<file path="config.mk">
export PLATFORM = sky130hd
export DESIGN_NAME = dual_wheel_encoder_pid_speed
export DESIGN_NICKNAME = d
export VERILOG_FILES = /design/src/dwps_pkg.sv /design/src/dual_wheel_encoder_pid_speed.sv /design/src/dwps_div.sv /design/src/dwps_mac.sv
export SDC_FILE = /design/constraint.sdc
export NUM_CORES = 2
export LEC_CHECK = 0
export ABC_AREA = 0
export BUFFER_PORTS_ARGS = -buffer_cell sky130_fd_sc_hd__buf_2
export CORE_ASPECT_RATIO = 1.1
export CORE_MARGIN = 2
export CORE_UTILIZATION = 50
export CTS_BUF_LIST = sky130_fd_sc_hd__clkbuf_4 sky130_fd_sc_hd__clkbuf_8
export DETAILED_ROUTE_END_ITERATION = 8
export GPL_TIMING_DRIVEN = 1
export PLACE_DENSITY = 0.67
export SYNTH_ARGS = -nofsm -noshare
export SYNTH_HDL_FRONTEND = slang
export SYNTH_SLANG_ARGS = --single-unit
</file>
<file path="constraint.sdc">
create_clock -name clk -period 6.7 [get_ports clk]
set_clock_uncertainty 0.1 [all_clocks]
set_input_delay 0.67 -clock clk [delete_from_list [all_inputs] [get_ports clk]]
set_output_delay 0.67 -clock clk [all_outputs]
set_load 0.05 [all_outputs]
</file>
<file path="src/dwps_pkg.sv">
`default_nettype none

package dwps_pkg;

	// item kinds
	localparam logic [1:0] KIND_NOTCH = 2'd0;
	localparam logic [1:0] KIND_STALL = 2'd1;
	localparam logic [1:0] KIND_PID   = 2'd2;

	// configuration register indexes
	localparam int CFG_IDX_W  = 3;
	localparam int CFG_DATA_W = 16;
	localparam logic [CFG_IDX_W-1:0] REG_TARGET = 3'd0;
	localparam logic [CFG_IDX_W-1:0] REG_NOTCH  = 3'd1;
	localparam logic [CFG_IDX_W-1:0] REG_GAIN_P = 3'd2;
	localparam logic [CFG_IDX_W-1:0] REG_GAIN_I = 3'd3;
	localparam logic [CFG_IDX_W-1:0] REG_GAIN_D = 3'd4;

	// register reset values
	localparam logic [7:0]  TARGET_RST = 8'd36;
	localparam logic [15:0] NOTCH_RST  = 16'd10525;
	localparam logic [15:0] GAIN_P_RST = 16'd26;
	localparam logic [15:0] GAIN_I_RST = 16'd2560;
	localparam logic [15:0] GAIN_D_RST = 16'd256;

	// datapath widths
	localparam int TIME_W  = 32;
	localparam int SPEED_W = 16;
	localparam int NUM_W   = 27;  // notch distance times 1600
	localparam int GAIN_W  = 16;
	localparam int ERR_W   = 18;
	localparam int SUM_W   = 32;
	localparam int ACC_W   = 50;
	localparam int LVL_SH  = 12;

	localparam logic [SPEED_W-1:0] SPEED_MAX = '1;

	typedef struct packed {
		logic [1:0]        kind;
		logic              wheel;
		logic [TIME_W-1:0] timestamp_us;
	} in_item_t;

	typedef struct packed {
		logic               out_wheel;
		logic [15:0]        drive_level;
		logic [SPEED_W-1:0] measured_speed;
		logic               last;
	} out_item_t;

	// operands of one pid product sum
	typedef struct packed {
		logic [GAIN_W-1:0] gain_p;
		logic [GAIN_W-1:0] gain_i;
		logic [GAIN_W-1:0] gain_d;
		logic [ERR_W-1:0]  err;
		logic [SUM_W-1:0]  esum;
		logic [ERR_W-1:0]  derr;
	} mac_op_t;

endpackage

`default_nettype wire

</file>
<file path="src/dual_wheel_encoder_pid_speed.sv">
`default_nettype none

// channel   direction  handshake                  payload
// item      in         item_valid / item_stall    in_item_t (kind, wheel, timestamp_us)
// result    out        result_valid / result_stall out_item_t (wheel, level, speed, last)
// cfg       in         cfg_we                     cfg_index, cfg_data
//
// a first notch and a stall tick finish in ST_IDLE; a later notch waits in ST_DIV for
// the bit-serial divider (27 quotient bits, one per cycle)
// a pid tick runs ST_PID, ST_MAC and ST_OUT per wheel; ST_MAC waits for the 16-step shift-add multiplier
// item_stall is high while an item is in work; a pending result does not block intake
// a stalled result holds in the output register and the next wheel waits for it
// reset restores the register defaults and clears all per-wheel state

module dual_wheel_encoder_pid_speed import dwps_pkg::*; #(
	parameter int NUM_WHEELS = 2
) (
	input  wire logic                  clk,
	input  wire logic                  arst_n,
	input  wire logic                  item_valid,
	output logic                       item_stall,
	input  wire in_item_t              item,
	output logic                       result_valid,
	input  wire logic                  result_stall,
	output out_item_t                  result,
	input  wire logic                  cfg_we,
	input  wire logic [CFG_IDX_W-1:0]  cfg_index,
	input  wire logic [CFG_DATA_W-1:0] cfg_data
);

	localparam int WW      = (NUM_WHEELS > 1) ? $clog2(NUM_WHEELS) : 1;
	localparam int NUM_OUT = (NUM_WHEELS < 2) ? NUM_WHEELS : 2;

	typedef enum logic [4:0] {
		ST_IDLE = 5'b00001,
		ST_DIV  = 5'b00010,
		ST_PID  = 5'b00100,
		ST_MAC  = 5'b01000,
		ST_OUT  = 5'b10000
	} state_t;

	state_t state_q;

	logic [7:0]        target_q;
	logic [15:0]       notch_q;
	logic [GAIN_W-1:0] gain_p_q, gain_i_q, gain_d_q;

	logic [TIME_W-1:0]  prev_time_q [NUM_WHEELS];
	logic               seen_q      [NUM_WHEELS];
	logic               moved_q     [NUM_WHEELS];
	logic [SPEED_W-1:0] speed_q     [NUM_WHEELS];
	logic [SUM_W-1:0]   esum_q      [NUM_WHEELS];
	logic [ERR_W-1:0]   perr_q      [NUM_WHEELS];

	logic [WW-1:0] wsel_q;
	logic          k_q;
	logic [15:0]   lvl_q;
	logic          result_valid_q;
	out_item_t     result_q;

	logic               item_take;
	logic [WW-1:0]      item_idx;
	logic               wheel_ok;
	logic [TIME_W-1:0]  interval;
	logic [NUM_W-1:0]   notch_num;
	logic               div_start;
	logic               div_done;
	logic [NUM_W-1:0]   div_quo;
	logic [SPEED_W-1:0] quo_sat;

	logic [WW-1:0]      pidx;
	logic [ERR_W-1:0]   err;
	logic [SUM_W+1:0]   sum_wide;
	logic [SUM_W-1:0]   sum_sat;
	logic [ERR_W-1:0]   derr;
	logic               mac_start;
	mac_op_t            mac_op;
	logic               mac_done;
	logic [ACC_W-1:0]   mac_acc;
	logic [15:0]        level;
	logic               result_load;
	logic               is_last;

	// intake
	assign item_stall = (state_q != ST_IDLE);
	assign item_take  = item_valid && !item_stall;
	assign item_idx   = WW'(item.wheel);
	assign wheel_ok   = (32'(item.wheel) < NUM_WHEELS);

	// notch interval and speed numerator (distance * 1600)
	assign interval  = item.timestamp_us - prev_time_q[item_idx];
	assign notch_num = (NUM_W'(notch_q) << 10) + (NUM_W'(notch_q) << 9)
		+ (NUM_W'(notch_q) << 6);
	assign div_start = item_take && (item.kind == KIND_NOTCH) && wheel_ok
		&& seen_q[item_idx] && (interval != '0);

	dwps_div u_div (
		.clk    (clk),
		.arst_n (arst_n),
		.start  (div_start),
		.num    (notch_num),
		.den    (interval),
		.done   (div_done),
		.quo    (div_quo)
	);

	// saturate quotient to the speed range
	assign quo_sat = (|div_quo[NUM_W-1:SPEED_W]) ? SPEED_MAX : div_quo[SPEED_W-1:0];

	// error terms of the current wheel
	assign pidx     = WW'(k_q);
	assign err      = {6'b0, target_q, 4'b0} - {2'b0, speed_q[pidx]};
	assign sum_wide = {{2{esum_q[pidx][SUM_W-1]}}, esum_q[pidx]}
		+ {{(SUM_W+2-ERR_W){err[ERR_W-1]}}, err};
	assign derr     = err - perr_q[pidx];

	// integral saturation at 32 bits
	always_comb begin
		if (sum_wide[SUM_W+1:SUM_W-1] == 3'b000 || sum_wide[SUM_W+1:SUM_W-1] == 3'b111) begin
			sum_sat = sum_wide[SUM_W-1:0];
		end else if (sum_wide[SUM_W+1]) begin
			sum_sat = {1'b1, {(SUM_W-1){1'b0}}};
		end else begin
			sum_sat = {1'b0, {(SUM_W-1){1'b1}}};
		end
	end

	assign mac_start = (state_q == ST_PID);
	assign mac_op    = '{gain_p: gain_p_q, gain_i: gain_i_q, gain_d: gain_d_q,
		err: err, esum: sum_sat, derr: derr};

	dwps_mac u_mac (
		.clk    (clk),
		.arst_n (arst_n),
		.start  (mac_start),
		.op     (mac_op),
		.done   (mac_done),
		.acc    (mac_acc)
	);

	// level: floor shift, clamp to 0..65535
	always_comb begin
		if (mac_acc[ACC_W-1]) begin
			level = '0;
		end else if (|mac_acc[ACC_W-2:LVL_SH+16]) begin
			level = '1;
		end else begin
			level = mac_acc[LVL_SH+15:LVL_SH];
		end
	end

	assign is_last     = (k_q == 1'(NUM_OUT - 1));
	assign result_load = (state_q == ST_OUT) && (!result_valid_q || !result_stall);

	// control, registers and per-wheel state
	always_ff @(posedge clk or negedge arst_n) begin
		if (!arst_n) begin
			state_q        <= ST_IDLE;
			target_q       <= TARGET_RST;
			notch_q        <= NOTCH_RST;
			gain_p_q       <= GAIN_P_RST;
			gain_i_q       <= GAIN_I_RST;
			gain_d_q       <= GAIN_D_RST;
			wsel_q         <= '0;
			k_q            <= 1'b0;
			result_valid_q <= 1'b0;
			for (int w = 0; w < NUM_WHEELS; w++) begin
				prev_time_q[w] <= '0;
				seen_q[w]      <= 1'b0;
				moved_q[w]     <= 1'b0;
				speed_q[w]     <= '0;
				esum_q[w]      <= '0;
				perr_q[w]      <= '0;
			end
		end else begin
			// configuration writes
			if (cfg_we) begin
				case (cfg_index)
					REG_TARGET: target_q <= cfg_data[7:0];
					REG_NOTCH:  notch_q  <= cfg_data;
					REG_GAIN_P: gain_p_q <= cfg_data;
					REG_GAIN_I: gain_i_q <= cfg_data;
					REG_GAIN_D: gain_d_q <= cfg_data;
					default: ;
				endcase
			end

			// result register
			if (result_load) begin
				result_valid_q <= 1'b1;
			end else if (!result_stall) begin
				result_valid_q <= 1'b0;
			end

			case (state_q)
				ST_IDLE: begin
					if (item_take) begin
						case (item.kind)
							KIND_NOTCH: begin
								if (wheel_ok) begin
									wsel_q                <= item_idx;
									seen_q[item_idx]      <= 1'b1;
									prev_time_q[item_idx] <= item.timestamp_us;
									if (seen_q[item_idx]) begin
										if (interval == '0) begin
											speed_q[item_idx] <= SPEED_MAX;
											moved_q[item_idx] <= 1'b1;
										end else begin
											state_q <= ST_DIV;
										end
									end
								end
							end
							KIND_STALL: begin
								for (int w = 0; w < NUM_WHEELS; w++) begin
									if (!moved_q[w]) begin
										speed_q[w] <= '0;
									end
									moved_q[w] <= 1'b0;
								end
							end
							KIND_PID: begin
								k_q     <= 1'b0;
								state_q <= ST_PID;
							end
							default: ;
						endcase
					end
				end
				ST_DIV: begin
					if (div_done) begin
						speed_q[wsel_q] <= quo_sat;
						moved_q[wsel_q] <= 1'b1;
						state_q         <= ST_IDLE;
					end
				end
				ST_PID: begin
					esum_q[pidx] <= sum_sat;
					perr_q[pidx] <= err;
					state_q      <= ST_MAC;
				end
				ST_MAC: begin
					if (mac_done) begin
						state_q <= ST_OUT;
					end
				end
				ST_OUT: begin
					if (result_load) begin
						if (is_last) begin
							state_q <= ST_IDLE;
						end else begin
							k_q     <= k_q + 1'b1;
							state_q <= ST_PID;
						end
					end
				end
				default: state_q <= ST_IDLE;
			endcase
		end
	end

	// result payload
	always_ff @(posedge clk) begin
		if (state_q == ST_MAC && mac_done) begin
			lvl_q <= level;
		end
		if (result_load) begin
			result_q.out_wheel      <= k_q;
			result_q.drive_level    <= lvl_q;
			result_q.measured_speed <= speed_q[pidx];
			result_q.last           <= is_last;
		end
	end

	assign result_valid = result_valid_q;
	assign result       = result_q;

endmodule

`default_nettype wire

</file>
<file path="src/dwps_div.sv">
`default_nettype none

module dwps_div import dwps_pkg::*; (
	input  wire logic              clk,
	input  wire logic              arst_n,
	input  wire logic              start,
	input  wire logic [NUM_W-1:0]  num,
	input  wire logic [TIME_W-1:0] den,
	output logic                   done,
	output logic [NUM_W-1:0]       quo
);

	localparam int CNT_W = $clog2(NUM_W);

	logic [TIME_W-1:0] rem_q;
	logic [TIME_W-1:0] den_q;
	logic [NUM_W-1:0]  nq_q;
	logic [CNT_W-1:0]  cnt_q;
	logic              busy_q;
	logic              done_q;

	logic [TIME_W:0]   trial;
	logic              ge;

	// one quotient bit per cycle, restoring
	assign trial = {rem_q, nq_q[NUM_W-1]};
	assign ge    = trial >= {1'b0, den_q};

	always_ff @(posedge clk or negedge arst_n) begin
		if (!arst_n) begin
			busy_q <= 1'b0;
			done_q <= 1'b0;
			cnt_q  <= '0;
		end else begin
			done_q <= 1'b0;
			if (start) begin
				busy_q <= 1'b1;
				cnt_q  <= '0;
			end else if (busy_q) begin
				cnt_q <= cnt_q + 1'b1;
				if (cnt_q == CNT_W'(NUM_W - 1)) begin
					busy_q <= 1'b0;
					done_q <= 1'b1;
				end
			end
		end
	end

	// remainder and numerator / quotient shift register
	always_ff @(posedge clk) begin
		if (start) begin
			rem_q <= '0;
			den_q <= den;
			nq_q  <= num;
		end else if (busy_q) begin
			rem_q <= ge ? TIME_W'(trial - {1'b0, den_q}) : trial[TIME_W-1:0];
			nq_q  <= {nq_q[NUM_W-2:0], ge};
		end
	end

	assign done = done_q;
	assign quo  = nq_q;

endmodule

`default_nettype wire

</file>
<file path="src/dwps_mac.sv">
`default_nettype none

module dwps_mac import dwps_pkg::*; (
	input  wire logic             clk,
	input  wire logic             arst_n,
	input  wire logic             start,
	input  wire mac_op_t          op,
	output logic                  done,
	output logic [ACC_W-1:0]      acc
);

	localparam int CNT_W = $clog2(GAIN_W);

	logic [GAIN_W-1:0] gp_q, gi_q, gd_q;
	logic [ACC_W-1:0]  mp_q, mi_q, md_q;
	logic [ACC_W-1:0]  acc_q;
	logic [CNT_W-1:0]  cnt_q;
	logic              busy_q;
	logic              done_q;

	logic [ACC_W-1:0]  pp_p, pp_i, pp_d;

	// partial products of the current gain bit
	assign pp_p = gp_q[0] ? mp_q : '0;
	assign pp_i = gi_q[0] ? mi_q : '0;
	assign pp_d = gd_q[0] ? md_q : '0;

	always_ff @(posedge clk or negedge arst_n) begin
		if (!arst_n) begin
			busy_q <= 1'b0;
			done_q <= 1'b0;
			cnt_q  <= '0;
		end else begin
			done_q <= 1'b0;
			if (start) begin
				busy_q <= 1'b1;
				cnt_q  <= '0;
			end else if (busy_q) begin
				cnt_q <= cnt_q + 1'b1;
				if (cnt_q == CNT_W'(GAIN_W - 1)) begin
					busy_q <= 1'b0;
					done_q <= 1'b1;
				end
			end
		end
	end

	// gains shift right, signed multiplicands shift left
	always_ff @(posedge clk) begin
		if (start) begin
			gp_q  <= op.gain_p;
			gi_q  <= op.gain_i;
			gd_q  <= op.gain_d;
			mp_q  <= {{(ACC_W-ERR_W){op.err[ERR_W-1]}}, op.err};
			mi_q  <= {{(ACC_W-SUM_W){op.esum[SUM_W-1]}}, op.esum};
			md_q  <= {{(ACC_W-ERR_W){op.derr[ERR_W-1]}}, op.derr};
			acc_q <= '0;
		end else if (busy_q) begin
			gp_q  <= gp_q >> 1;
			gi_q  <= gi_q >> 1;
			gd_q  <= gd_q >> 1;
			mp_q  <= mp_q << 1;
			mi_q  <= mi_q << 1;
			md_q  <= md_q << 1;
			acc_q <= acc_q + pp_p + pp_i + pp_d;
		end
	end

	assign done = done_q;
	assign acc  = acc_q;

endmodule

`default_nettype wire
</file>
==> flow_results.xml <==
<?xml version="1.0" encoding="UTF-8"?>
<metrics>
  <group name="synth">
    <metric name="top_reg_cell_synth" unit="">edfxtp_1</metric>
    <metric name="ys_ff_latch" unit="">679</metric>
    <metric name="ys.warnings.count" unit="">0</metric>
    <metric name="post_synthesis_instance_area" unit="mm²">0.0406</metric>
    <metric name="postSynth.asyncResetShare" unit="">0.429</metric>
    <metric name="syn-instance-count" unit="">4008</metric>
    <metric name="share_of_the_yosys_chip_area_belonging_to_registers" unit="">0.447</metric>
    <metric name="synth_area_per_cell" unit="µm²">10.1</metric>
    <metric name="synth_cell_type_count" unit="">83</metric>
    <metric name="synth_edf_count" unit="">306</metric>
    <metric name="synthesis.nets" unit="">4376</metric>
  </group>
  <group name="clock_network">
    <metric name="clk_latency" unit="ns">0.79</metric>
    <metric name="ctsLongestPathBuffers" unit="">3</metric>
    <metric name="clock_tree.root_cell" unit="">clkbuf_8</metric>
    <metric name="tritoncts_clock_tree" unit="">done</metric>
    <metric name="cts_sinks" unit="">679</metric>
    <metric name="h-tree-depth" unit="">3</metric>
    <metric name="tritoncts_buffer_count" unit="">114</metric>
    <metric name="path_clk_slew" unit="ns">0.06</metric>
  </group>
  <group name="sta">
    <metric name="slew_headroom" unit="">0.113</metric>
    <metric name="layout_min_cycle_time" unit="ns">6.24</metric>
    <metric name="final_hold_viol_count" unit="">0</metric>
    <metric name="worst_slew_pin_slew" unit="ns">1.33</metric>
    <metric name="timing.fmax" unit="GHz">0.160</metric>
    <metric name="rsz0062_at_grt" unit="">no</metric>
    <metric name="finalSetupViolCount" unit="">0</metric>
    <metric name="final_max_slew_viol_count" unit="">0</metric>
    <metric name="setup_total_negative_slack" unit="ns">0</metric>
    <metric name="layout_worst_path_cycle_share" unit="">0.932</metric>
  </group>
  <group name="floorplanning">
    <metric name="die_x" unit="µm">276</metric>
    <metric name="fp.dieArea" unit="mm²">0.0835</metric>
    <metric name="boundaryPins" unit="">95</metric>
    <metric name="core_area" unit="mm²">0.0803</metric>
    <metric name="initial_utilization" unit="">0.505</metric>
    <metric name="cell_rows" unit="">109</metric>
    <metric name="die_h" unit="µm">303</metric>
  </group>
  <group name="grt">
    <metric name="grt_pass1_vias" unit="">29800</metric>
    <metric name="antenna_found_initial" unit="">3</metric>
    <metric name="grt_remaining_overflow" unit="">0</metric>
    <metric name="grt_pass1_wl" unit="µm">158000</metric>
    <metric name="globalRouteTotalUtil" unit="">0.235</metric>
    <metric name="grt_max_degree" unit="">211</metric>
  </group>
  <group name="routing">
    <metric name="route.detailed.drc" unit="">0</metric>
    <metric name="ant_nets" unit="">0</metric>
    <metric name="wl_per_cell" unit="µm">18.4</metric>
    <metric name="drt-pass1-iter-count" unit="">5</metric>
    <metric name="routed_via_density" unit="">5.66</metric>
    <metric name="drt_iter0_markers" unit="">2008</metric>
    <metric name="routed_wirelength" unit="µm">96800</metric>
    <metric name="vias" unit="">29700</metric>
  </group>
  <group name="setup_path">
    <metric name="cp_data_arrival_time" unit="ns">6.68</metric>
    <metric name="crit_top_cell" unit="">o21a_1</metric>
    <metric name="crit_path_cell_trace" unit="">mux2i_1 -&gt; ha_1 -&gt; o211ai_1 -&gt; a21boi_0 -&gt; o21a_1 -&gt; o21a_1 -&gt; o21a_1 -&gt; nor2_1 -&gt; o21ai_1 -&gt; and3_1 -&gt; inv_1 -&gt; buf_4 -&gt; ha_1 -&gt; nand3_1 -&gt; or4_1 -&gt; a21oi_1 -&gt; o21a_1 -&gt; mux2_2 -&gt; nor2_4 -&gt; buf_4 -&gt; o21ai_0 -&gt; mux2_2</metric>
    <metric name="timing.critical_path.required" unit="ns">7.13</metric>
    <metric name="worst_path_max_delay_cell" unit="">or4_1</metric>
    <metric name="worst-path-max-fanout" unit="">11</metric>
    <metric name="critPathKind" unit="">flip-flop to flip-flop</metric>
    <metric name="crit_path_end_kind" unit="">flip-flop</metric>
    <metric name="cpLargestDelayFamily" unit="">compound AO/OA/AOI/OAI gates</metric>
    <metric name="critical_path.startpoint_type" unit="">flip-flop</metric>
    <metric name="sum_of_buffers_and_inverters_on_the_critical_path" unit="">3</metric>
    <metric name="worst_path_largest_cell_delay" unit="ns">0.57</metric>
  </group>
  <group name="min_path">
    <metric name="timing.hold.worst.class" unit="">input port to flip-flop</metric>
  </group>
  <group name="layout">
    <metric name="most-common-layout-cells" unit="">nand2_1, nor2_1, edfxtp_1, dfrtp_1, inv_1</metric>
    <metric name="finish.net_count" unit="">4461</metric>
    <metric name="post_route_cells_drive_above_1_share" unit="">0.155</metric>
    <metric name="layout-area-overhead-vs-synth" unit="%">11.1</metric>
    <metric name="final_common_cell" unit="">nand2_1</metric>
    <metric name="fillerInstances" unit="">6957</metric>
  </group>
  <group name="place">
    <metric name="gpl.final_weighted_congestion" unit="">0.895</metric>
    <metric name="numPortBuffers" unit="">94</metric>
    <metric name="place.detailed.hpwl" unit="µm">66400</metric>
  </group>
  <group name="run_status">
    <metric name="status" unit="">completed</metric>
  </group>
  <group name="job">
    <metric name="drv_cap" unit="">0</metric>
  </group>
</metrics>
-- per-layer routing --
metal / vias up / track usage / routed length, µm
met4: 0 / 0.0686 / 2390
met1: 14600 / 0.325 / 44400
met3: 157 / 0.0349 / 4480
met2: 634 / 0.386 / 45500
met5: - / 0 / 0
li1: 14300 / - / -
-- through the flow --
step	hold slack, ns	cells	setup WS, ns	instance area, µm²	utilization
after detailed placement	0.305	5023	0.0942	42200	0.526
after CTS	0.000880	5246	0.0281	45000	0.560
after global placement	0.301	5023	0.255	42200	0.526
final	0.0570	5252	0.455	45100	0.561
after global routing	0.0153	5251	0.00355	45100	0.561
after floorplan	0.274	4008	0.0829	40600	-
-- kinds of logic (layout without fill, tap and decap cells) --
kind of cell               Yosys count  after routing  share of synthesized area
other                                0              4                          0
DFF                                679            679                      0.447
muxes                              327            327                     0.0888
AOI/OAI and AO/OA                  903            903                      0.144
and+or+nand+nor                   1202           1202                      0.129
adders and majority gates          310            310                      0.117
buffers and inverters              425            611                     0.0402
xor gates and xnor gates           162            162                     0.0350
-- final timing paths --
check	slack, ns	depth (start not counted)	startpoint	end
worst min-delay path	0.06	2	item[0]	prev_time_q[32]
worst max register to register	0.46	22	is_last	u_mac.mi_q[12]
min in group asynchronous	0.40	2	arst_n	prev_time_q[62]
worst min register to register	0.32	0	lvl_q[12]	result[29]
worst max-delay path	0.46	22	is_last	u_mac.mi_q[12]
max in group asynchronous	4.72	3	arst_n	u_mac.cnt_q[2]
-- cell usage after synthesis (12+ instances only) --
master | n | area (µm²)
a211oi_1 | 65 | 488
a21o_1 | 93 | 698
a21oi_1 | 197 | 986
a22o_1 | 40 | 350
a31oi_1 | 25 | 156
and2_1 | 21 | 131
and3_1 | 19 | 119
buf_1 | 13 | 48.8
clkbuf_1 | 161 | 604
dfrtp_1 | 275 | 6880
dfstp_2 | 16 | 420
dfxtp_1 | 82 | 1640
edfxtp_1 | 306 | 9190
fa_1 | 115 | 2300
ha_1 | 194 | 2430
inv_1 | 239 | 897
mux2_2 | 207 | 2330
mux2_4 | 14 | 210
mux2i_1 | 103 | 1030
nand2_1 | 576 | 2160
nand2b_1 | 26 | 163
nand3_1 | 47 | 235
nand4_1 | 24 | 150
nor2_1 | 318 | 1190
nor2b_1 | 27 | 169
nor3_1 | 69 | 345
nor4_1 | 16 | 100
o211ai_1 | 38 | 285
o21a_1 | 91 | 683
o21ai_0 | 234 | 1170
o21bai_1 | 18 | 135
o31ai_1 | 13 | 97.6
or3_1 | 12 | 75.1
xnor2_1 | 96 | 841
xor2_1 | 66 | 578
-- flip-flops by register name (all words and copies together), names as in the netlist, 27 cells and up --
signal       count
speed_q         32
u_mac.md_q      50
u_div.quo       27
u_div.rem_q     32
result          33
u_div.den_q     32
prev_time_q     64
u_mac.mp_q      50
u_mac.mi_q      50
esum_q          64
u_mac.acc       50
perr_q          34
-- layout make-up --
class,instances,area [µm²],share of cell area
Clock inverter,50,618,0.0137
Multi-Input combinational cell,2904,21000,0.466
Clock buffer,167,2070,0.0460
Tap cell,1054,1320,0.0293
Sequential cell,679,18100,0.402
Inverter,239,897,0.0199
Timing Repair Buffer,155,1010,0.0224
Antenna cell,4,10.0,0.000222
-- what timing repair did --
item,in CTS,in global routing
hold buffers,6,0
gates resized for setup,1,14
setup buffers,0,2
hold endpoints to repair,93,0
endpoints found under the setup margin,1,101
pin swaps,0,1
Power is left out: the tool's default activity adds up to more than one toggle a clock period on the data nets, which glitch-free logic cannot reach.
